===== config.mk =====
export PLATFORM = sky130hd
export DESIGN_NAME = complex_sample_magnitude
export DESIGN_NICKNAME = d
export VERILOG_FILES = /design/src/rtl/csm_pkg.sv /design/src/rtl/csm_square.sv /design/src/rtl/csm_sqrt_stage.sv /design/src/rtl/complex_sample_magnitude.sv
export SDC_FILE = /design/constraint.sdc
export NUM_CORES = 2
export LEC_CHECK = 0
export BUFFER_PORTS_ARGS = -buffer_cell sky130_fd_sc_hd__buf_2
export CORE_ASPECT_RATIO = 0.9
export CORE_UTILIZATION = 58
export DETAILED_ROUTE_END_ITERATION = 10
export PLACE_DENSITY = 0.85
export SYNTH_ARGS = -nofsm -noshare
export SYNTH_HDL_FRONTEND = slang
export SYNTH_SLANG_ARGS = --single-unit

===== constraint.sdc =====
create_clock -name clock -period 48.6 [get_ports clock]
set_input_delay 4.86 -clock clock [delete_from_list [all_inputs] [get_ports clock]]
set_output_delay 4.86 -clock clock [all_outputs]
set_load 0.03 [all_outputs]

===== src/rtl/csm_pkg.sv =====
`timescale 1ns / 1ps
// ----------------------------------------------------------------------------
// Complex sample magnitude package
// Shared widths, payload types and the square-root pipeline record.
// ----------------------------------------------------------------------------
package csm_pkg;

   // Width of one signed sample component.
   localparam int SAMPLE_BITS = 16;

   // Sum of squares, padded to an even number of bits for the square root.
   localparam int RADICAND_BITS = 2 * SAMPLE_BITS + 2;

   // One square-root stage per pair of radicand bits.
   localparam int SQRT_STAGES = RADICAND_BITS / 2;

   // Partial root and partial remainder both fit in one bit more than a sample.
   localparam int ROOT_BITS = SAMPLE_BITS + 1;

   typedef struct packed {
      logic signed [SAMPLE_BITS-1:0] real_part;
      logic signed [SAMPLE_BITS-1:0] imag_part;
   } req_payload_type;

   typedef struct packed {
      logic signed [SAMPLE_BITS-1:0] real_out;
      logic signed [SAMPLE_BITS-1:0] imag_out;
      logic [SAMPLE_BITS-1:0]        magnitude;
   } rsp_payload_type;

   typedef struct packed {
      logic [RADICAND_BITS-1:0] radicand;
      logic [ROOT_BITS-1:0]     rem;
      logic [ROOT_BITS-1:0]     root;
      req_payload_type          sample;
   } sqrt_data_type;

endpackage


===== src/rtl/csm_square.sv =====
`timescale 1ns / 1ps
// ----------------------------------------------------------------------------
// Sum of squares
// Three register stages: absolute values, squares, then their sum, which
// seeds the square-root pipeline.
// ----------------------------------------------------------------------------
module csm_square (
   input  logic                    clock,
   input  logic                    reset,
   input  logic                    advance,
   input  logic                    valid_in,
   input  csm_pkg::req_payload_type data_in,
   output logic                    valid_out,
   output csm_pkg::sqrt_data_type  data_out
);

   localparam int N = csm_pkg::SAMPLE_BITS;

   logic                      abs_valid_ff;
   logic [N-1:0]              abs_re_ff;
   logic [N-1:0]              abs_im_ff;
   csm_pkg::req_payload_type  abs_sample_ff;
   logic [N-1:0]              abs_re_in;
   logic [N-1:0]              abs_im_in;

   logic                      sq_valid_ff;
   logic [2*N-1:0]            sq_re_ff;
   logic [2*N-1:0]            sq_im_ff;
   csm_pkg::req_payload_type  sq_sample_ff;

   logic                      sum_valid_ff;
   csm_pkg::sqrt_data_type    sum_data_ff;
   csm_pkg::sqrt_data_type    sum_data_in;

   // The most negative code negates to itself, which read as unsigned is
   // exactly its magnitude.
   always_comb begin
      abs_re_in = data_in.real_part[N-1] ? (~data_in.real_part + 1'b1) : data_in.real_part;
      abs_im_in = data_in.imag_part[N-1] ? (~data_in.imag_part + 1'b1) : data_in.imag_part;
   end

   always_comb begin
      sum_data_in          = '0;
      sum_data_in.radicand = {2'b00, sq_re_ff} + {2'b00, sq_im_ff};
      sum_data_in.sample   = sq_sample_ff;
   end

   always_ff @(posedge clock) begin
      if (reset) begin
         abs_valid_ff <= 1'b0;
         sq_valid_ff  <= 1'b0;
         sum_valid_ff <= 1'b0;
      end else if (advance) begin
         abs_valid_ff <= valid_in;
         sq_valid_ff  <= abs_valid_ff;
         sum_valid_ff <= sq_valid_ff;
      end
   end

   always_ff @(posedge clock) begin
      if (advance) begin
         abs_re_ff     <= abs_re_in;
         abs_im_ff     <= abs_im_in;
         abs_sample_ff <= data_in;
         sq_re_ff      <= abs_re_ff * abs_re_ff;
         sq_im_ff      <= abs_im_ff * abs_im_ff;
         sq_sample_ff  <= abs_sample_ff;
         sum_data_ff   <= sum_data_in;
      end
   end

   assign valid_out = sum_valid_ff;
   assign data_out  = sum_data_ff;

endmodule


===== src/rtl/csm_sqrt_stage.sv =====
`timescale 1ns / 1ps
// ----------------------------------------------------------------------------
// Square-root stage
// One restoring step: brings down the next two radicand bits and settles
// one more bit of the root.
// ----------------------------------------------------------------------------
module csm_sqrt_stage (
   input  logic                   clock,
   input  logic                   reset,
   input  logic                   advance,
   input  logic                   valid_in,
   input  csm_pkg::sqrt_data_type data_in,
   output logic                   valid_out,
   output csm_pkg::sqrt_data_type data_out
);

   localparam int RB = csm_pkg::ROOT_BITS;
   localparam int XB = csm_pkg::RADICAND_BITS;

   logic                   valid_ff;
   csm_pkg::sqrt_data_type data_ff;
   csm_pkg::sqrt_data_type data_in_next;
   logic [RB+1:0]          cand;
   logic [RB+1:0]          trial;
   logic [RB+1:0]          diff;
   logic                   fits;

   always_comb begin
      cand  = {data_in.rem, data_in.radicand[XB-1 -: 2]};
      trial = {data_in.root, 2'b01};
      diff  = cand - trial;
      fits  = (cand >= trial);

      data_in_next          = data_in;
      data_in_next.radicand = {data_in.radicand[XB-3:0], 2'b00};
      data_in_next.rem      = fits ? diff[RB-1:0] : cand[RB-1:0];
      data_in_next.root     = {data_in.root[RB-2:0], fits};
   end

   always_ff @(posedge clock) begin
      if (reset) begin
         valid_ff <= 1'b0;
      end else if (advance) begin
         valid_ff <= valid_in;
      end
   end

   always_ff @(posedge clock) begin
      if (advance) begin
         data_ff <= data_in_next;
      end
   end

   assign valid_out = valid_ff;
   assign data_out  = data_ff;

endmodule


===== src/rtl/complex_sample_magnitude.sv =====
`timescale 1ns / 1ps
// ----------------------------------------------------------------------------
// Complex sample magnitude
// Passes a complex sample through and adds sqrt(re^2 + im^2) rounded half up.
// ----------------------------------------------------------------------------
// The block takes one request in every clock cycle while req_stall is low.
// Three stages form the sum of squares, seventeen restoring square-root
// stages each settle one root bit, and the output register applies the
// rounding from the final remainder.
// The whole pipeline holds while a waiting result is stalled, so req_stall
// follows rsp_stall whenever a result is on offer.
// ----------------------------------------------------------------------------
module complex_sample_magnitude (
   input  logic                     clock,
   input  logic                     reset,
   input  logic                     req_valid,
   output logic                     req_stall,
   input  csm_pkg::req_payload_type req_payload,
   output logic                     rsp_valid,
   input  logic                     rsp_stall,
   output csm_pkg::rsp_payload_type rsp_payload
);

   localparam int N  = csm_pkg::SAMPLE_BITS;
   localparam int NS = csm_pkg::SQRT_STAGES;
   localparam int RB = csm_pkg::ROOT_BITS;

   logic                     advance;
   logic                     stage_valid [0:NS];
   csm_pkg::sqrt_data_type   stage_data  [0:NS];

   logic                     rsp_valid_ff;
   csm_pkg::rsp_payload_type rsp_payload_ff;
   csm_pkg::rsp_payload_type rsp_payload_in;
   logic [RB-1:0]            rounded;

   assign advance   = !(rsp_valid_ff && rsp_stall);
   assign req_stall = !advance;

   csm_square u_square (
      .clock     (clock),
      .reset     (reset),
      .advance   (advance),
      .valid_in  (req_valid),
      .data_in   (req_payload),
      .valid_out (stage_valid[0]),
      .data_out  (stage_data[0])
   );

   for (genvar i = 0; i < NS; i++) begin : g_sqrt
      csm_sqrt_stage u_stage (
         .clock     (clock),
         .reset     (reset),
         .advance   (advance),
         .valid_in  (stage_valid[i]),
         .data_in   (stage_data[i]),
         .valid_out (stage_valid[i+1]),
         .data_out  (stage_data[i+1])
      );
   end

   // Rounding half up: x - s*s is the remainder, so x > s*s + s exactly
   // when the remainder exceeds the root.
   always_comb begin
      rounded = stage_data[NS].root + RB'(stage_data[NS].rem > stage_data[NS].root);
      rsp_payload_in.real_out  = stage_data[NS].sample.real_part;
      rsp_payload_in.imag_out  = stage_data[NS].sample.imag_part;
      rsp_payload_in.magnitude = rounded[N-1:0];
   end

   always_ff @(posedge clock) begin
      if (reset) begin
         rsp_valid_ff <= 1'b0;
      end else if (advance) begin
         rsp_valid_ff <= stage_valid[NS];
      end
   end

   always_ff @(posedge clock) begin
      if (advance) begin
         rsp_payload_ff <= rsp_payload_in;
      end
   end

   assign rsp_valid   = rsp_valid_ff;
   assign rsp_payload = rsp_payload_ff;

endmodule


# [Word-level counts from Yosys, hierarchy flattened]
# Index checks and enable logic that the tools add are counted.
[totals] regBits=1539 in_bits=36 word_cells=185 output_inout_bits=50
[op_classes] n_reduce_logical=1 magnitude_cmp=18 muxes=19 addsub=21 n_mul=2 n_bitwise=2
[ops] op="two-way mux 17 bit" n=16
[ops] op="multiplier 16 x 16 -> 32 bit" n=2
[ops] op="subtractor 17 bit" n=2
[ops] op="adder 32 x 32 -> 33 bit" n=1
[ops] op="adder 16 x 1 -> 16 bit (second input constant)" n=2
[ops] op="inverter 16 bit" n=2
[ops] op="two-way mux 15 bit" n=2
[ops] op="greater-or-equal comparator 19 x 10 -> 1 bit" n=1
[ops] op="greater-or-equal comparator 19 x 11 -> 1 bit" n=1
[ops] op="greater-or-equal comparator 19 x 12 -> 1 bit" n=1
[ops] op="greater-or-equal comparator 19 x 13 -> 1 bit" n=1
[ops] op="greater-or-equal comparator 19 x 14 -> 1 bit" n=1
[ops] op="greater-or-equal comparator 19 x 15 -> 1 bit" n=1
[ops] op="greater-or-equal comparator 19 x 16 -> 1 bit" n=1
[ops] op="greater-or-equal comparator 19 x 17 -> 1 bit" n=1
[ops] op="greater-or-equal comparator 19 x 18 -> 1 bit" n=1
[ops] op="greater-or-equal comparator 19 x 3 -> 1 bit" n=1
[ops] op="greater-or-equal comparator 19 x 4 -> 1 bit" n=1
[ops] op="greater-or-equal comparator 19 x 5 -> 1 bit" n=1
[ops] op="greater-or-equal comparator 19 x 6 -> 1 bit" n=1
[ops] op="greater-or-equal comparator 19 x 7 -> 1 bit" n=1
[ops] op="greater-or-equal comparator 19 x 8 -> 1 bit" n=1
[ops] op="greater-or-equal comparator 19 x 9 -> 1 bit" n=1
[ops] op="> comparator 17 bit" n=1
[ops] op="19 further kinds" n=19

# [Logic depth before layout (Yosys ltp)]
[depth] depth_word=3 depth_mapped=25

# [Cells and area by module]
# A second synthesis with hierarchy kept.
[unflattened] cells_unflattened=7071 area_unflattened_um2=98328.1
[modules_own_cells] mod="csm_sqrt_stage at g_sqrt[0].u_stage ..." instances=16 area_each_um2=4257.8 cells_each=275
[modules_own_cells] mod="csm_square" instances=1 area_each_um2=23855.4 cells_each=2266
[modules_own_cells] mod="csm_sqrt_stage at g_sqrt[1].u_stage" instances=1 area_each_um2=4154.0 cells_each=255
[modules_own_cells] mod="complex_sample_magnitude" instances=1 area_each_um2=2193.4 cells_each=150

# [Worst setup path after synthesis]
# Ideal clock, no wire load.
[synth_path] kind="in2reg" start="input port rsp_stall" end="register g_sqrt[0].u_stage.data_ff (netlist bit g_sqrt[0].u_stage.data_out[0]) (enable)" cell_stages=2 path_slack_ps=646 arrival_time_ps=45501 cell_sequence="nand2_1 -> clkbuf_1"
[synth_between] elab_chain_len=1
[synth_lines] element="from (decl)" line_no="complex_sample_magnitude.sv:20" text="input logic rsp_stall,"
[synth_lines] element="logical AND 1 bit" line_no="complex_sample_magnitude.sv:37" text="assign advance = !(rsp_valid_ff && rsp_stall);"
[synth_lines] element="to (signal assigned)" line_no="csm_sqrt_stage.sv:50" text="data_ff <= data_in_next;"
[synth_lines] element="to (decl)" line_no="csm_sqrt_stage.sv:21" text="csm_pkg::sqrt_data_type data_ff;"
# Every way passes these cells.
# A chain may end at the register's enable or synchronous reset.

# [Worst setup path in the final report]
[layout_path] start="input port rsp_stall" end="output port req_stall"
[layout_between] elab_chain_len=1
[layout_lines] element="logical AND 1 bit" line_no="complex_sample_magnitude.sv:37"
[layout_lines] element="to (decl)" line_no="complex_sample_magnitude.sv:17" text="output logic req_stall,"
# Every way passes these cells.

==> impl_metrics.tcl <==
set metrics [dict create \
    status "finished clean" \
    dp_hpwl_um 86300 \
    routed_via_density 5.56 \
    stdcell_count 7361 \
    path_buf_inv 3 \
    rsz0062_at_grt "no" \
    arrival_ns 6.36 \
    cts_buffers 149 \
    initial_utilization_pct 58.4 \
    worst_path_largest_cell_delay_ns 0.53 \
    synth-main-ff-cell "edfxtp_1" \
    overflow 0 \
    reg2reg_setup_slack_ns 41.42 \
    r2r_cells 20 \
    fin_nets 6334 \
    num_rows 124 \
    synth_area_per_cell_um2 13.8 \
    clkLatencyLatePin_ns 0.76 \
    cts_root_buf "clkbuf_16" \
    synth_warnings 0 \
    max_freq_mhz 89.2 \
    required_ns 43.74 \
    crit_top_cell "buf_2" \
    cts_setup_buffers 0 \
    startpoint_type "input pin" \
    r2r-start "u_square.abs_re_ff[12]" \
    ys_seq_area_share_pct 61.3 \
    synth-edff-count 1502 \
    cp_num_cells 4 \
    vias 40897 \
    endpoint "req_stall" \
    synth_area_um2 74300 \
    hold_depth 0 \
    path_delay_family "buffers and inverters" \
    core_um2 127000 \
    skew_ns 0.0370 \
    cts_buffer_depth 3 \
    fill_cells 8667 \
    min_period_ns 11.22 \
    dp_cells 7094 \
    startpoint "rsp_stall" \
    die_h_um 341 \
    r2r-end "u_square.sq_re_ff[31]" \
    portBuffers 85 \
    gp_congestion 0.874 \
    syn_inst 5379 \
    slew_violations 0 \
    finalHoldViolations 0 \
    syn_nets 6169 \
    postCtsHoldBufs 0 \
    slew_headroom_pct 16.2 \
    crit_path_end_kind "primary output" \
    ys_types 81 \
    hold_class "reg -> reg" \
    antenna_cells 0 \
    num_io_pins 86 \
    layout-drive-gt1-share_pct 7.01 \
    grt_util_all_layers_pct 20.3 \
    path_cells "buf_2 > nand2_4 > inv_1 > buf_2" \
    whs_ns 0.403 \
    cts_tree "yes" \
    worstMarginPinSlew_ns 1.25 \
    drt-wirelength-per-cell_um 17.6 \
    antenna_found_initial 1 \
    syn2layout_area_growth_pct 9.46 \
    tns_ns 0 \
    htreeDepth 4 \
    setup_violations 0 \
    postRouteWirelength_um 130000 \
    detail-route-antenna-nets 0 \
    grt_max_degree 201 \
    dieArea_um2 129000 \
    maxCapViolCount 0 \
    crit_fanout 58 \
    clk_pin_slew_worst_paths_ns 0.07 \
    drt_iter0_markers 3384 \
    layout_common_cells "edfxtp_1, inv_1, ha_1, nand2_1, fa_1" \
    first_pass_iters 8 \
    clkSinkCount 1523 \
    die_x_um 379 \
    grt_pass1_vias 42024 \
    crit_slowest_cell "nand2_4" \
    critical_path_class "in -> out" \
    fin_util_pct 64.0 \
    grt_pass1_wl_um 210000 \
    cts_resized 0 \
    synth-seq-cells 1523 \
    drc 0 \
    asyncSetResetFlopFracSynth_pct 0 \
    layout_commonest_cell "edfxtp_1" \
    period_share_pct 23.1 \
]
state kept, by name, indices dropped and copies added, names as in the netlist:
| name | flops |
|---|---|
| u_square.abs_sample_ff | 32 |
| rsp_payload | 48 |
| u_square.sq_sample_ff | 32 |
| g_sqrt.u_stage.valid_out | 17 |
| u_square.valid_out | 1 |
| u_square.sq_im_ff | 30 |
| u_square.abs_re_ff | 15 |
| g_sqrt.u_stage.data_out | 1235 |
| u_square.abs_im_ff | 15 |
| u_square.sq_valid_ff | 1 |
| u_square.abs_valid_ff | 1 |
| rsp_valid | 1 |
| u_square.sq_re_ff | 30 |
| u_square.data_out | 65 |
kinds of logic (layout without fill, tap and decap cells):
family                     after synthesis  in the layout  share of synthesized area [%]
muxes                                   60             60                          0.935
buffers and inverters                  825           1106                           4.18
adders and majority gates              754            754                           16.0
AOI/OAI and AO/OA                      781            781                           6.53
xor gates and xnor gates               318            318                           3.75
other                                    1              1                        0.00505
DFF                                   1523           1523                           61.3
and+or+nand+nor                       1117           1117                           7.29
per-stage QoR:
stage / instance area (µm²) / worst slack, ns
final: 81300 / 37.38
after global routing: 81300 / 37.23
after CTS: 81300 / 37.35
after detailed placement: 76700 / 37.32
after global placement: 76700 / 37.38
after floorplan: 74300 / 0.646
synthesized netlist by cell type, types with 11 or more instances:
cell	instances	share of area (%)
a31oi_1	30	0.25
nand2_1	407	2.1
mux2_2	47	0.71
and2_1	105	0.88
o21ai_0	207	1.4
or3_1	31	0.26
nand4_1	39	0.33
a21o_1	90	0.91
nor2_1	201	1.0
a211oi_1	18	0.18
a21boi_0	11	0.11
o21bai_1	17	0.17
o21a_1	63	0.64
or2_2	19	0.16
nor4_1	38	0.32
dfxtp_1	21	0.57
xnor2_1	191	2.3
clkbuf_1	90	0.45
nand3_1	63	0.42
xor2_1	127	1.5
edfxtp_1	1502	61
a21oi_1	235	1.6
nor3_1	63	0.42
ha_1	426	7.2
fa_1	328	8.8
and3_1	23	0.19
inv_1	730	3.7
o211ai_1	15	0.15
o31ai_1	26	0.26
nor2b_1	39	0.33
nand2b_1	39	0.33
per-layer routing:
| metal | vias up | GRT usage (%) | wire length [µm] |
|---|---|---|---|
| li1 | 19272 | - | - |
| met1 | 20042 | 24.5 | 51200 |
| met2 | 1259 | 35.9 | 67300 |
| met5 | - | 0 | 0 |
| met3 | 324 | 3.28 | 6510 |
| met4 | 0 | 8.69 | 4750 |
layout make-up:
class,count,area (µm²),share of cell area (%)
clock buffer,183,3860,4.74
clock inverter,84,762,0.937
inverter,731,2740,3.38
multi-input combinational,3031,25700,31.6
sequential,1523,45500,56.0
tap,1701,2130,2.62
timing repair buffer,108,623,0.766
worst min-delay path by stage:
stage / start / end
6_report: g_sqrt[5].u_stage.data_out[8] / g_sqrt[6].u_stage.data_out[8]
3_5_place_dp: u_square.data_out[23] / g_sqrt[0].u_stage.data_out[23]
4_1_cts: g_sqrt[3].u_stage.data_out[14] / g_sqrt[4].u_stage.data_out[14]
5_1_grt: g_sqrt[5].u_stage.data_out[8] / g_sqrt[6].u_stage.data_out[8]
2_1_floorplan: u_square.data_out[0] / g_sqrt[0].u_stage.data_out[0]
3_3_place_gp: g_sqrt[3].u_stage.data_out[21] / g_sqrt[4].u_stage.data_out[21]
Power is not shown: default switching activity piles up to over one toggle a cycle in this logic, so the estimate is an artifact.
